### config.mk
export PLATFORM = sky130hd
export DESIGN_NAME = capability_range_allocator_unit
export DESIGN_NICKNAME = d
export VERILOG_FILES = /design/src/rtl/core/cra_pkg.sv /design/src/rtl/core/capability_range_allocator_unit.sv /design/src/rtl/core/cra_datapath.sv /design/src/rtl/core/cra_ctrl.sv
export SDC_FILE = /design/constraint.sdc
export NUM_CORES = 2
export LEC_CHECK = 0
export BUFFER_PORTS_ARGS = -buffer_cell sky130_fd_sc_hd__buf_4
export CORE_MARGIN = 2
export CORE_UTILIZATION = 35
export DETAILED_ROUTE_END_ITERATION = 6
export PLACE_DENSITY = 0.61
export SETUP_SLACK_MARGIN = 0.2
export SYNTH_ARGS = -nofsm -noshare
export SYNTH_HDL_FRONTEND = slang
export SYNTH_SLANG_ARGS = --single-unit
### constraint.sdc
create_clock -name clk -period 15.8 [get_ports clk]
set_input_delay 1.58 -clock clk [delete_from_list [all_inputs] [get_ports clk]]
set_output_delay 1.58 -clock clk [all_outputs]
set_load 0.01 [all_outputs]
### src/rtl/core/cra_pkg.sv
`timescale 1ns / 1ps
// ----------------------------------------------------------------------------
// cra_pkg
// Shared types, codes and sizes for the capability range allocator.
// ----------------------------------------------------------------------------
package cra_pkg;

    localparam int CAP_ENTRIES_DEF  = 256;
    localparam int DOMAIN_SLOTS_DEF = 64;
    localparam int SCAN_W           = 8;   // table entries checked per scan cycle

    localparam logic [1:0] OP_ALLOC = 2'd0;
    localparam logic [1:0] OP_FREE  = 2'd1;
    localparam logic [1:0] OP_ADD   = 2'd2;

    localparam logic [2:0] ST_OK        = 3'd0;
    localparam logic [2:0] ST_NO_DOMAIN = 3'd1;
    localparam logic [2:0] ST_NO_RANGE  = 3'd2;
    localparam logic [2:0] ST_LIMIT     = 3'd3;
    localparam logic [2:0] ST_BAD_LEVEL = 3'd4;
    localparam logic [2:0] ST_BAD_SLOT  = 3'd5;

    typedef struct packed {
        logic [1:0]  op;
        logic [7:0]  cap_count;
        logic [5:0]  domain_slot;
        logic [31:0] entry_address;
        logic [5:0]  target_slot;
        logic [3:0]  iso_lvl;
    } req_t;

    typedef struct packed {
        logic [2:0] status;
        logic [5:0] slot_out;
        logic [7:0] cap_index;
    } rsp_t;

    // controller -> datapath
    typedef struct packed {
        logic       capture;
        logic       pop;
        logic       push_req_slot;
        logic       push_alloc_slot;
        logic       scan_clear;
        logic       scan_step;
        logic       commit_alloc;
        logic       commit_add;
        logic       set_result;
        logic [2:0] res_status;
        logic       res_use_alloc;
        logic       res_use_add;
        logic       load_out;
    } cmd_t;

    // datapath -> controller
    typedef struct packed {
        logic [1:0] op;
        logic       list_empty;
        logic       slot_bad;
        logic       range_full;
        logic       level_bad;
        logic       scan_found;
        logic       scan_done;
    } sts_t;

endpackage

### src/rtl/core/capability_range_allocator_unit.sv
`timescale 1ns / 1ps
// ----------------------------------------------------------------------------
// capability_range_allocator_unit
// Domain slot free list plus first-fit capability range allocator.
// ----------------------------------------------------------------------------
// Usage:
//   in_valid/in_ready carry one request (allocate, free, add capability);
//   out_valid/out_ready return exactly one response per request, in order.
//   cfg_wr_en/cfg_wr_data write the max isolation level; write only when idle.
// Sequence: a request is captured, then decoded; a free, add, bad or unused
//   op then goes to the response state. An allocate pops a slot and scans
//   the table until a run fits or the table ends, marks the run when one was
//   found, then goes to the response state.
// Throughput: a new request can be taken in the cycle out_valid rises; the
//   unit finishes one request before it takes the next.
//   The first-fit scanner checks 8 table entries per cycle; that loop sets the
//   allocate time. One request is in flight at a time.
// Output register: a finished response is held in out_data while the next
//   request is accepted; a stalled receiver holds the unit in its response
//   state until the register drains, so in_ready drops meanwhile.
// Reset (rst_n, async): all slots free and linked in order, no table entry
//   taken, max level 15, no response pending. No clearing pass is needed.
// ----------------------------------------------------------------------------
module capability_range_allocator_unit
    import cra_pkg::*;
#(
    parameter int CAP_ENTRIES  = CAP_ENTRIES_DEF,
    parameter int DOMAIN_SLOTS = DOMAIN_SLOTS_DEF
)
(
    input  logic       clk,
    input  logic       rst_n,
    input  logic       in_valid,
    output logic       in_ready,
    input  req_t       in_data,
    output logic       out_valid,
    input  logic       out_ready,
    output rsp_t       out_data,
    input  logic       cfg_wr_en,
    input  logic [3:0] cfg_wr_data
);

    cmd_t cmd;
    sts_t sts;

    // sequencer: owns handshakes and the response valid flag
    cra_ctrl u_ctrl (
        .clk       (clk),
        .rst_n     (rst_n),
        .in_valid  (in_valid),
        .in_ready  (in_ready),
        .out_valid (out_valid),
        .out_ready (out_ready),
        .cmd       (cmd),
        .sts       (sts)
    );

    // all tables, the scanner and the response payload
    cra_datapath #(
        .CAP_ENTRIES  (CAP_ENTRIES),
        .DOMAIN_SLOTS (DOMAIN_SLOTS)
    ) u_dp (
        .clk         (clk),
        .rst_n       (rst_n),
        .cmd         (cmd),
        .sts         (sts),
        .in_data     (in_data),
        .cfg_wr_en   (cfg_wr_en),
        .cfg_wr_data (cfg_wr_data),
        .out_data    (out_data)
    );

endmodule

### src/rtl/core/cra_datapath.sv
`timescale 1ns / 1ps
// ----------------------------------------------------------------------------
// cra_datapath
// Free list, taken map, domain and capability tables, first-fit scanner.
// ----------------------------------------------------------------------------
module cra_datapath
    import cra_pkg::*;
#(
    parameter int CAP_ENTRIES  = CAP_ENTRIES_DEF,
    parameter int DOMAIN_SLOTS = DOMAIN_SLOTS_DEF
)
(
    input  logic       clk,
    input  logic       rst_n,
    input  cmd_t       cmd,
    output sts_t       sts,
    input  req_t       in_data,
    input  logic       cfg_wr_en,
    input  logic [3:0] cfg_wr_data,
    output rsp_t       out_data
);

    localparam int CW = (CAP_ENTRIES > 1) ? $clog2(CAP_ENTRIES) : 1;
    localparam int RW = $clog2(CAP_ENTRIES + 1);
    localparam int SW = (DOMAIN_SLOTS > 1) ? $clog2(DOMAIN_SLOTS) : 1;
    localparam int PW = $clog2(CAP_ENTRIES + SCAN_W) + 1;

    typedef struct packed {
        logic [CW-1:0] base;
        logic [RW-1:0] range;
        logic [RW-1:0] used;
    } dom_ent_t;

    typedef struct packed {
        logic [31:0]   addr;
        logic [SW-1:0] owner;
        logic [5:0]    target;
        logic [3:0]    level;
    } cap_ent_t;

    // storage
    logic [CAP_ENTRIES-1:0]  taken_reg;
    logic [DOMAIN_SLOTS-1:0] is_free_reg;
    logic [DOMAIN_SLOTS-1:0] nf_written_reg;
    logic [SW-1:0]           nf_mem [DOMAIN_SLOTS];
    dom_ent_t                dom_mem [DOMAIN_SLOTS];
    cap_ent_t                cap_mem [CAP_ENTRIES];

    logic [SW-1:0] free_head_reg;
    logic          list_empty_reg;
    logic [3:0]    max_level_reg;

    req_t          req_reg;
    logic [SW-1:0] nf_rd_reg;
    logic          nf_hit_reg;
    logic [SW-1:0] nf_head_reg;
    dom_ent_t      dom_rd_reg;
    logic          slot_bad_reg;

    logic [SW-1:0] alloc_slot_reg;
    logic [PW-1:0] pos_reg;
    logic [RW-1:0] run_reg;
    logic [CW-1:0] base_reg;

    rsp_t res_reg;
    rsp_t out_reg;

    logic [SW-1:0] req_slot;
    logic [SW-1:0] nf_val;
    logic [SW-1:0] nf_reset_val;
    logic [8:0]    need;
    logic [CW-1:0] add_idx;
    logic [SW-1:0] push_slot;
    logic          push_en;

    // scan chunk
    logic [PW-1:0] idx_v;
    logic [RW-1:0] run_v;
    logic          found_v;
    logic [CW-1:0] base_v;

    assign req_slot = SW'(req_reg.domain_slot);
    assign need     = {1'b0, req_reg.cap_count} + 9'd1;
    assign add_idx  = CW'({1'b0, dom_rd_reg.base} + (CW+1)'(dom_rd_reg.used));

    assign nf_reset_val = (32'(nf_head_reg) + 32'd1 < 32'(DOMAIN_SLOTS)) ?
                          SW'(nf_head_reg + 1'b1) : '0;
    assign nf_val       = nf_hit_reg ? nf_rd_reg : nf_reset_val;

    assign push_en   = cmd.push_req_slot | cmd.push_alloc_slot;
    assign push_slot = cmd.push_req_slot ? req_slot : alloc_slot_reg;

    always_comb
    begin
        run_v   = run_reg;
        found_v = 1'b0;
        base_v  = '0;
        idx_v   = '0;
        for (int k = 0; k < SCAN_W; k++)
        begin
            idx_v = pos_reg + PW'(k);
            if (!found_v)
            begin
                if (idx_v >= PW'(CAP_ENTRIES) || taken_reg[idx_v[CW-1:0]])
                begin
                    run_v = '0;
                end
                else
                begin
                    run_v = run_v + 1'b1;
                    if (32'(run_v) >= 32'(need))
                    begin
                        found_v = 1'b1;
                        base_v  = CW'(idx_v + PW'(1) - PW'(run_v));
                    end
                end
            end
        end
    end

    assign sts.op         = req_reg.op;
    assign sts.list_empty = list_empty_reg;
    assign sts.slot_bad   = slot_bad_reg;
    assign sts.range_full = dom_rd_reg.used >= dom_rd_reg.range;
    assign sts.level_bad  = req_reg.iso_lvl > max_level_reg;
    assign sts.scan_found = found_v;
    assign sts.scan_done  = (pos_reg + PW'(SCAN_W)) >= PW'(CAP_ENTRIES);

    // control-side state with reset
    always_ff @(posedge clk or negedge rst_n)
    begin
        if (!rst_n)
        begin
            taken_reg      <= '0;
            is_free_reg    <= '1;
            nf_written_reg <= '0;
            free_head_reg  <= '0;
            list_empty_reg <= 1'b0;
            max_level_reg  <= 4'd15;
        end
        else
        begin
            if (cfg_wr_en)
                max_level_reg <= cfg_wr_data;
            if (cmd.pop)
            begin
                is_free_reg[free_head_reg] <= 1'b0;
                free_head_reg              <= nf_val;
                list_empty_reg <= (nf_val == free_head_reg) ? 1'b1 : !is_free_reg[nf_val];
            end
            if (push_en)
            begin
                is_free_reg[push_slot]    <= 1'b1;
                nf_written_reg[push_slot] <= 1'b1;
                free_head_reg             <= push_slot;
                list_empty_reg            <= 1'b0;
            end
            if (cmd.commit_alloc)
            begin
                for (int i = 0; i < CAP_ENTRIES; i++)
                begin
                    if (32'(i) >= 32'(base_reg) && 32'(i) < 32'(base_reg) + 32'(need))
                        taken_reg[i] <= 1'b1;
                end
            end
        end
    end

    // memories
    always_ff @(posedge clk)
    begin
        if (cmd.capture)
        begin
            nf_rd_reg  <= nf_mem[free_head_reg];
            dom_rd_reg <= dom_mem[SW'(in_data.domain_slot)];
        end
        if (push_en)
            nf_mem[push_slot] <= free_head_reg;
        if (cmd.commit_alloc)
        begin
            dom_mem[alloc_slot_reg] <= '{base: base_reg, range: RW'(need), used: RW'(1)};
            cap_mem[base_reg] <= '{addr: '0, owner: alloc_slot_reg,
                                   target: 6'(alloc_slot_reg), level: '0};
        end
        if (cmd.commit_add)
        begin
            dom_mem[req_slot] <= '{base: dom_rd_reg.base, range: dom_rd_reg.range,
                                   used: dom_rd_reg.used + 1'b1};
            cap_mem[add_idx] <= '{addr: req_reg.entry_address, owner: req_slot,
                                  target: req_reg.target_slot,
                                  level: req_reg.iso_lvl};
        end
    end

    // request, scan and result registers
    always_ff @(posedge clk)
    begin
        if (cmd.capture)
        begin
            req_reg      <= in_data;
            nf_hit_reg   <= nf_written_reg[free_head_reg];
            nf_head_reg  <= free_head_reg;
            slot_bad_reg <= (32'(in_data.domain_slot) >= 32'(DOMAIN_SLOTS)) ||
                            is_free_reg[SW'(in_data.domain_slot)];
        end
        if (cmd.pop)
            alloc_slot_reg <= free_head_reg;
        if (cmd.scan_clear)
        begin
            pos_reg <= '0;
            run_reg <= '0;
        end
        else if (cmd.scan_step)
        begin
            pos_reg <= pos_reg + PW'(SCAN_W);
            run_reg <= run_v;
            if (found_v)
                base_reg <= base_v;
        end
        if (cmd.set_result)
        begin
            res_reg.status    <= cmd.res_status;
            res_reg.slot_out  <= cmd.res_use_alloc ? 6'(alloc_slot_reg) : 6'd0;
            res_reg.cap_index <= cmd.res_use_alloc ? 8'(base_reg) :
                                 cmd.res_use_add   ? 8'(add_idx)  : 8'd0;
        end
        if (cmd.load_out)
            out_reg <= res_reg;
    end

    assign out_data = out_reg;

endmodule

### src/rtl/core/cra_ctrl.sv
`timescale 1ns / 1ps
// ----------------------------------------------------------------------------
// cra_ctrl
// Request sequencer: decode, first-fit scan, commit, result hand-off.
// ----------------------------------------------------------------------------
module cra_ctrl
    import cra_pkg::*;
(
    input  logic clk,
    input  logic rst_n,
    input  logic in_valid,
    output logic in_ready,
    output logic out_valid,
    input  logic out_ready,
    output cmd_t cmd,
    input  sts_t sts
);

    localparam logic [2:0] S_IDLE = 3'd0;
    localparam logic [2:0] S_EXEC = 3'd1;
    localparam logic [2:0] S_SCAN = 3'd2;
    localparam logic [2:0] S_MARK = 3'd3;
    localparam logic [2:0] S_RESP = 3'd4;

    logic [2:0] state_reg, state_next;
    logic       out_valid_reg, out_valid_next;

    assign in_ready  = (state_reg == S_IDLE);
    assign out_valid = out_valid_reg;

    always_comb
    begin
        cmd            = '0;
        state_next     = state_reg;
        out_valid_next = out_valid_reg && !out_ready;
        unique case (state_reg)
            S_IDLE:
            begin
                if (in_valid)
                begin
                    cmd.capture = 1'b1;
                    state_next  = S_EXEC;
                end
            end
            S_EXEC:
            begin
                cmd.set_result = 1'b1;
                state_next     = S_RESP;
                cmd.res_status = ST_OK;
                unique case (sts.op)
                    OP_ALLOC:
                    begin
                        if (sts.list_empty)
                            cmd.res_status = ST_NO_DOMAIN;
                        else
                        begin
                            cmd.set_result = 1'b0;
                            cmd.pop        = 1'b1;
                            cmd.scan_clear = 1'b1;
                            state_next     = S_SCAN;
                        end
                    end
                    OP_FREE:
                    begin
                        if (sts.slot_bad)
                            cmd.res_status = ST_BAD_SLOT;
                        else
                            cmd.push_req_slot = 1'b1;
                    end
                    OP_ADD:
                    begin
                        priority if (sts.slot_bad)
                            cmd.res_status = ST_BAD_SLOT;
                        else if (sts.range_full)
                            cmd.res_status = ST_LIMIT;
                        else if (sts.level_bad)
                            cmd.res_status = ST_BAD_LEVEL;
                        else
                        begin
                            cmd.commit_add  = 1'b1;
                            cmd.res_use_add = 1'b1;
                        end
                    end
                    default:
                    begin
                        cmd.res_status = ST_OK;
                    end
                endcase
            end
            S_SCAN:
            begin
                cmd.scan_step = 1'b1;
                if (sts.scan_found)
                    state_next = S_MARK;
                else if (sts.scan_done)
                begin
                    cmd.push_alloc_slot = 1'b1;
                    cmd.set_result      = 1'b1;
                    cmd.res_status      = ST_NO_RANGE;
                    state_next          = S_RESP;
                end
            end
            S_MARK:
            begin
                cmd.commit_alloc  = 1'b1;
                cmd.set_result    = 1'b1;
                cmd.res_status    = ST_OK;
                cmd.res_use_alloc = 1'b1;
                state_next        = S_RESP;
            end
            S_RESP:
            begin
                if (!out_valid_reg || out_ready)
                begin
                    cmd.load_out   = 1'b1;
                    out_valid_next = 1'b1;
                    state_next     = S_IDLE;
                end
            end
            default:
            begin
                state_next = S_IDLE;
            end
        endcase
    end

    always_ff @(posedge clk or negedge rst_n)
    begin
        if (!rst_n)
        begin
            state_reg     <= S_IDLE;
            out_valid_reg <= 1'b0;
        end
        else
        begin
            state_reg     <= state_next;
            out_valid_reg <= out_valid_next;
        end
    end

endmodule

### After elaboration in Yosys (flattened, before gate mapping)

Memories as Yosys holds them, arrays and structs flattened. A register that Yosys moved wholly into a read port is not among the register bits.
Index checks and enable logic that the tools add are counted.

* bits in writable memories: 2048
* register bits: 494
* memories: 2

Memory list
* u_dp.dom_mem: words 64, width 26, read ports 1, clocked after memory_dff 1, write ports 1, RTL line cra_datapath.sv:46 `dom_ent_t dom_mem [DOMAIN_SLOTS];`
* u_dp.nf_mem: words 64, width 6, read ports 1, clocked after memory_dff 1, write ports 1, RTL line cra_datapath.sv:45 `logic [SW-1:0] nf_mem [DOMAIN_SLOTS];`

* equality and inequality tests: 10
* add/sub/neg operators: 37
* bitwise logic cells: 6
* muxes and demuxes: 148
* reductions and logical operators: 532
* $lt $le $gt $ge: 545

Operators by type and width (number)
* $lt A8 B32 Y1 const A: 128
* $lt A7 B32 Y1 const A: 64
* $lt A6 B32 Y1 const A: 32
* $ge A8 B8 Y1 const A: 127
* $ge A7 B8 Y1 const A: 64
* $lt A5 B32 Y1 const A: 16
* $reduce_and A2 Y1: 256
* $logic_and A1 B1 Y1: 258
* $ge A6 B8 Y1 const A: 32
* $lt A4 B32 Y1 const A: 8
* $mux W8: 25
* $mux W9: 15
* $ge A5 B8 Y1 const A: 16
* $lt A3 B32 Y1 const A: 4
* $mux W64: 2
* $or A64 B64 Y64: 2
* $ge A10 B9 Y1 const B: 9
* $add A9 B1 Y9 const B: 9
* $ge A9 B9 Y1: 9
* $lt A8 B9 Y1 const B: 8
* $mux W1: 70
* $and A64 B64 Y64: 1
* $bmux W1 S8: 8
* $ge A4 B8 Y1 const A: 8
* 49 further kinds: 107

### Longest topological paths before layout

* word-level depth: 32
* gate-level depth with buffers: 71

### By module

Synthesis repeated with hierarchy kept, for this count alone.

* cell total of the unflattened synthesis: 10330
* area, all modules: 125934.5 µm²

Modules (own cells, without submodules)
* cra_datapath: cells each 10279, instances 1, sequential area each 75032.0 µm², area an instance 125545.4 µm²
* cra_ctrl: cells each 51, instances 1, sequential area each 100.1 µm², area an instance 389.1 µm²

### Worst setup path after synthesis

Ideal clock, no wire load.

* kind: flip-flop to flip-flop
* from: register u_dp.pos_reg[4]
* to: memory u_dp.nf_mem[38][0] (netlist name), enable pin
* clock period less this slack: 13.647 ns
* data required time: 15.450 ns
* cell stages (with the launch flop): 68
* data arrival time: 13.298 ns
* slack: 2.153 ns
* path through: dfxtp_1 buf_4 buf_6 mux2i_1 a22o_1 o21a_1 o41ai_2 buf_4 buf_2 nor2_1 ha_1 nor2b_1 a31oi_1 o21ai_0 xor2_1 and2_1 ha_1 nand3_1 [... 32 more ...] or3_1 and2_1 ha_1 nor2b_1 o21ai_0 nand2b_1 a21oi_1 nor2b_1 o21ai_0 nand2b_1 a21o_1 a21oi_1 and3_1 nand2_1 o22ai_1 nand3_1 clkbuf_1 nor2_1

* cells in the longest elaborated chain, start to end: 32
* elaborated cells between the ends (all ways): 96

RTL lines
* from (decl): RTL line cra_datapath.sv:61 `logic [PW-1:0] pos_reg;`
* from (signal assigned): RTL line cra_datapath.sv:215 `pos_reg <= pos_reg + PW'(SCAN_W);`
* $bmux W1 S8: RTL line cra_datapath.sv:104 `if (idx_v >= PW'(CAP_ENTRIES) || taken_reg[idx_v[CW-1:0]])`
* $mux W1 (not written as such): RTL line cra_datapath.sv:104
* $logic_or A1 B1 Y1: RTL line cra_datapath.sv:104
* $mux W9: RTL line cra_datapath.sv:104
* $add A9 B1 Y9: RTL line cra_datapath.sv:110 `run_v = run_v + 1'b1;`
* $mux W9 or $ge A9 B9 Y1 (tied branches): RTL line cra_datapath.sv:104, cra_datapath.sv:111
* $mux W9 or $mux W1 (tied branches): RTL line cra_datapath.sv:102, cra_datapath.sv:111
* $add A9 B1 Y9 or $mux W1 (tied branches): RTL line cra_datapath.sv:110, cra_datapath.sv:104
* [... 16 more ...]
* $mux W1: RTL line cra_datapath.sv:111 `if (32'(run_v) >= 32'(need))`
* $mux W1: RTL line cra_datapath.sv:104
* $mux W1: RTL line cra_datapath.sv:102 `if (!found_v)`
* $mux W1 *: RTL line cra_ctrl.sv:93 `if (sts.scan_found)`
* $mux W1 *: RTL line cra_ctrl.sv:36 `unique case (state_reg)`
* $or A1 B1 Y1 *: RTL line cra_datapath.sv:90 `assign push_en = cmd.push_req_slot | cmd.push_alloc_slot;`
* $mux W1 *: RTL line cra_datapath.sv:177 `if (push_en)`
* $mux W1 (not written as such) *: RTL line cra_datapath.sv:178 `nf_mem[push_slot] <= free_head_reg;`
* to (decl): RTL line cra_datapath.sv:45

Every way passes the cells marked *; elsewhere a longest branch is shown, timed or not. The select of a mux whose other input is x is not followed.

### Worst setup path in the final report

* from: register u_dp.run_reg[0]
* to: memory u_dp.nf_mem[5][3] (netlist name), enable pin

* cells in the longest elaborated chain, start to end: 30
* elaborated cells between the ends (all ways): 57

RTL lines
* from (decl): RTL line cra_datapath.sv:62 `logic [RW-1:0] run_reg;`
* from (signal assigned): RTL line cra_datapath.sv:216 `run_reg <= run_v;`
* $add A9 B1 Y9 *: RTL line cra_datapath.sv:110
* $mux W9 or $ge A9 B9 Y1 (tied branches): RTL line cra_datapath.sv:104, cra_datapath.sv:111
* $add A9 B1 Y9 or $mux W1 (tied branches): RTL line cra_datapath.sv:110, cra_datapath.sv:111
* $mux W9 (tied with other cells): RTL line cra_datapath.sv:104
* $mux W9 or $mux W1 (tied branches): RTL line cra_datapath.sv:102, cra_datapath.sv:111
* $add A9 B1 Y9 or $mux W1 (tied branches): RTL line cra_datapath.sv:110, cra_datapath.sv:104
* $mux W9 (tied with other cells): RTL line cra_datapath.sv:104
* $mux W9 or $mux W1 (tied branches): RTL line cra_datapath.sv:102, cra_datapath.sv:111
* [... 14 more ...]
* $mux W1: RTL line cra_datapath.sv:111
* $mux W1: RTL line cra_datapath.sv:104
* $mux W1 *: RTL line cra_datapath.sv:102
* $mux W1 *: RTL line cra_ctrl.sv:93
* $mux W1 *: RTL line cra_ctrl.sv:36
* $or A1 B1 Y1 *: RTL line cra_datapath.sv:90
* $mux W1 *: RTL line cra_datapath.sv:177
* $mux W1 (not written as such) *: RTL line cra_datapath.sv:178

Every way passes the cells marked *; elsewhere a longest branch is shown, timed or not.

==> flow_summary.yaml <==
status:
  status: "finished with violations"
  violations: "design-rule violations"
setup_path:
  worstPathRequired_ns: 16.34
  startpoint_type: "flip-flop"
  timing.rr.end: "u_dp.nf_mem[5][3]$_DFFE_PP_"
  r2r-start: "u_dp.run_reg[0]$_SDFFE_PP0N_"
  crit_path_frequent_cell: "ha_1"
  crit_type: "reg2reg"
  crit_path_end_kind: "flip-flop"
  r2r_setup_slack_ns: 1.14
  reg2regPathDepth: 59
  path_max_fanout: 15
  cpPeakStageDelay_ns: 0.66
  cp.arrival_ns: 15.21
  slowest_stage: "o21ai_1"
floorplan:
  initial_utilization: 0.352
  coreArea_um2: 315000
  die_w_um: 567
  die_h_um: 567
  rows: 206
  boundaryPins: 86
  dieArea_um2: 322000
grt:
  grt_first_pass_wirelength_mm: 489
  grt_antenna_before_repair: 13
  grt_pass1_vias: 66300
  grt_max_degree: 165
  overflow: 0
  grt.total_usage: 0.209
sta:
  tightest_slew_ns: 1.39
  timing.final.hold_violations: 0
  finClkSkew_ns: 0.111
  fin_crit_ns: 14.66
  finalCritPeriodShare: 0.928
  slew_headroom: 0.0753
  timing.hold.ws_ns: 0.352
  setup_tns_ns: 0
  slew_viol_final: 0
  rsz0062_at_grt: "false"
  finalSetupViolCount: 0
  timing.fmax_mhz: 68.2
logic_synthesis:
  seq_area_frac_synth: 0.677
  ys_warn_count: 0
  synth_ff_type: "edfxtp_1"
  avgSynthCellArea_um2: 16.5
  async_flop_share: 0.155
  yosysUniqueCellTypes: 111
  synth_area_um2: 111000
  synth_fp_nets: 6951
  ys_ff_latch: 2571
  synth_edf_count: 2156
  syn_inst: 6721
hold_path:
  hp-class: "reg2reg"
  min_path_cells: 0
  hold_end: "u_dp.out_data[2]$_DFFE_PP_"
  hold_path.startpoint: "u_dp.res_reg[2]$_DFFE_PP_"
clocking:
  ctsLongestPathBuffers: 4
  numCtsBuffers: 278
  cts-htree-levels: 5
  tritoncts: "done"
  clk_pin_slew_worst_paths_ns: 0.06
  clk_latency_ns: 0.89
  ctsRootBufferMaster: "clkbuf_16"
  clock_sinks: 2571
placement:
  place.gp.congestion: 0.981
  dp_hpwl_mm: 208
  port_buffers: 47
  placedCellCount: 10900
detailed_routing:
  drt_iter0_markers: 8961
  first_pass_iters: 7
  antenna_left: 0
  drc: 11
  vias_per_cell: 5.86
  vias: 66600
  wl_per_cell_um: 30.1
  wl_mm: 342
power_and_ir_drop:
  switching_share: 0.374
  share_comb_of_total_power: 0.379
  p_int_mw: 15.0
  pwr-share-clk: 0.265
  power.density_nw_per_um2: 189
  power_frac_seq: 0.357
  p_switching_mw: 8.99
  p_leak_nw: 42.2
  ir_drop_uv: 240
cells_and_area:
  drive_gt1_frac: 0.248
  area_growth_pct: 14.8
  instances_no_fill: 11400
  largest_register_ff_count: 1664
  fill_cells: 28200
  nets: 7232
flow_run:
  maxCapViolations: 0
==> final cells by class <==
type,count,area [um^2],area share
well taps,4160,5200,0.0408
multi-input cells,3653,34800,0.273
inverters,110,413,0.00324
clock buffers,350,7450,0.0585
diodes,10,25.0,0.000196
flip-flops and latches,2571,75100,0.589
repair buffers,388,3100,0.0244
clock inverters,138,1350,0.0106
==> per-layer routing <==
metal	global-route usage	part of all wire	vias to the layer above	wire, um
met5	0	0.000026	-	9
met4	0.0795	0.042	2	14300
met3	0.0383	0.083	682	28300
met2	0.326	0.46	3353	158000
met1	0.290	0.41	35000	142000
li1	-	-	27600	-
==> synthesized netlist by cell type, drive strengths merged (12+ instances only) <==
cell | n | area share
nand3 | 75 | 0.0035
inv | 108 | 0.0037
nand2b | 60 | 0.0034
o211ai | 18 | 0.0013
o21a | 27 | 0.0018
ha | 159 | 0.018
nor2b | 26 | 0.0015
mux2i | 62 | 0.0056
a221oi | 68 | 0.0055
and3 | 24 | 0.0014
mux4 | 617 | 0.13
nor2 | 349 | 0.012
xnor2 | 90 | 0.0072
nor3 | 36 | 0.0016
o31ai | 12 | 0.00081
dfxtp | 16 | 0.0029
nand4 | 33 | 0.0019
clkbuf | 279 | 0.0094
mux2 | 14 | 0.0014
a22o | 58 | 0.0046
or2 | 43 | 0.0024
a21o | 121 | 0.0082
a31oi | 64 | 0.0036
o22ai | 29 | 0.0017
a31o | 85 | 0.0067
o221ai | 14 | 0.0012
o21ai | 369 | 0.017
or3 | 26 | 0.0016
o21bai | 132 | 0.0089
a21oi | 183 | 0.0084
xor2 | 50 | 0.0039
nand2 | 349 | 0.012
edfxtp | 2156 | 0.58
dfrtp | 331 | 0.075
a22oi | 185 | 0.013
dfstp | 68 | 0.016
and2 | 56 | 0.0032
a211oi | 51 | 0.0036
buf | 108 | 0.0045
==> logic make-up after synthesis <==
group	count (synthesis)	synth area share
DFF	2571	0.677
AOI/OAI and AO/OA	1524	0.0953
and+or+nand+nor	1132	0.0480
muxes	693	0.132
buffers and inverters	497	0.0177
adders and majority gates	163	0.0186
xor gates and xnor gates	141	0.0113
==> worst max-delay path by stage <==
| stage | start | end | cells past startpoint | slack, ns |
|---|---|---|---|---|
| 6_report | u_dp.run_reg[0]$_SDFFE_PP0N_ | u_dp.nf_mem[5][3]$_DFFE_PP_ | 59 | 1.14 |
| 5_1_grt | u_dp.req_reg[48]$_DFFE_PP_ | u_dp.nf_mem[37][2]$_DFFE_PP_ | 61 | 0.31 |
| 4_1_cts | u_dp.pos_reg[3]$_SDFFE_PP0N_ | u_dp.nf_mem[5][3]$_DFFE_PP_ | 52 | 0.50 |
| 3_5_place_dp | u_dp.run_reg[0]$_SDFFE_PP0N_ | u_dp.nf_mem[5][3]$_DFFE_PP_ | 52 | 0.60 |
| 3_3_place_gp | u_dp.pos_reg[3]$_SDFFE_PP0N_ | u_dp.nf_mem[5][3]$_DFFE_PP_ | 55 | 0.60 |
| 2_1_floorplan | u_dp.pos_reg[4]$_SDFFE_PP0N_ | u_dp.nf_mem[38][0]$_DFFE_PP_ | 67 | 2.15 |
==> stage by stage <==
step / cell area (um^2) / util / setup WS, ns / total power [mW]
6_report: 127000 / 0.404 / 1.14 / 24.0
3_3_place_gp: 118000 / 0.376 / 0.601 / 17.5
5_1_grt: 127000 / 0.404 / 0.310 / 25.1
2_1_floorplan: 111000 / - / 2.15 / 14.3
3_5_place_dp: 118000 / 0.376 / 0.601 / 17.5
4_1_cts: 127000 / 0.404 / 0.495 / 23.9
==> power by group through the flow <==
stage                     logic [mW]  registers (mW)  clock network, mW
after floorplan                 5.66            8.61                  0
after global placement          8.78            8.68                  0
after detailed placement        8.83            8.70                  0
after CTS                       8.88            8.57               6.44
after global routing            9.74            8.61               6.71
final                           9.11            8.57               6.36
==> cell usage in the layout, fill, tap and decap left out, types with 87 or more instances in the layout <==
cell type,Yosys,layout
edfxtp_1,2156,2156
mux4_2,617,617
inv_1,107,107
a21o_1,121,121
xnor2_1,89,87
buf_4,7,370
o21bai_1,132,132
dfrtp_1,331,325
ha_1,159,159
o21ai_0,356,350
a22oi_1,185,185
a21oi_1,178,169
nor2_1,347,267
clkbuf_16,0,283
nand2_1,349,348
==> repair_timing <==
action | 4_1_cts | 5_1_grt
gates resized for setup | 0 | 18
hold buffers | 0 | 0
setup buffers | 0 | 4
setup endpoints to repair | 0 | 542
==> worst max-delay path, delay by kind of cell (launching register included) <==
kind | cells | cell delay, ns
simple gates | 22 | 4.47
compound gates | 22 | 5.11
buf+inv | 5 | 0.80
flops | 1 | 0.54
fa+ha+maj | 7 | 2.33
xor+xnor | 3 | 1.11
Power figures use the tool's default switching activity.
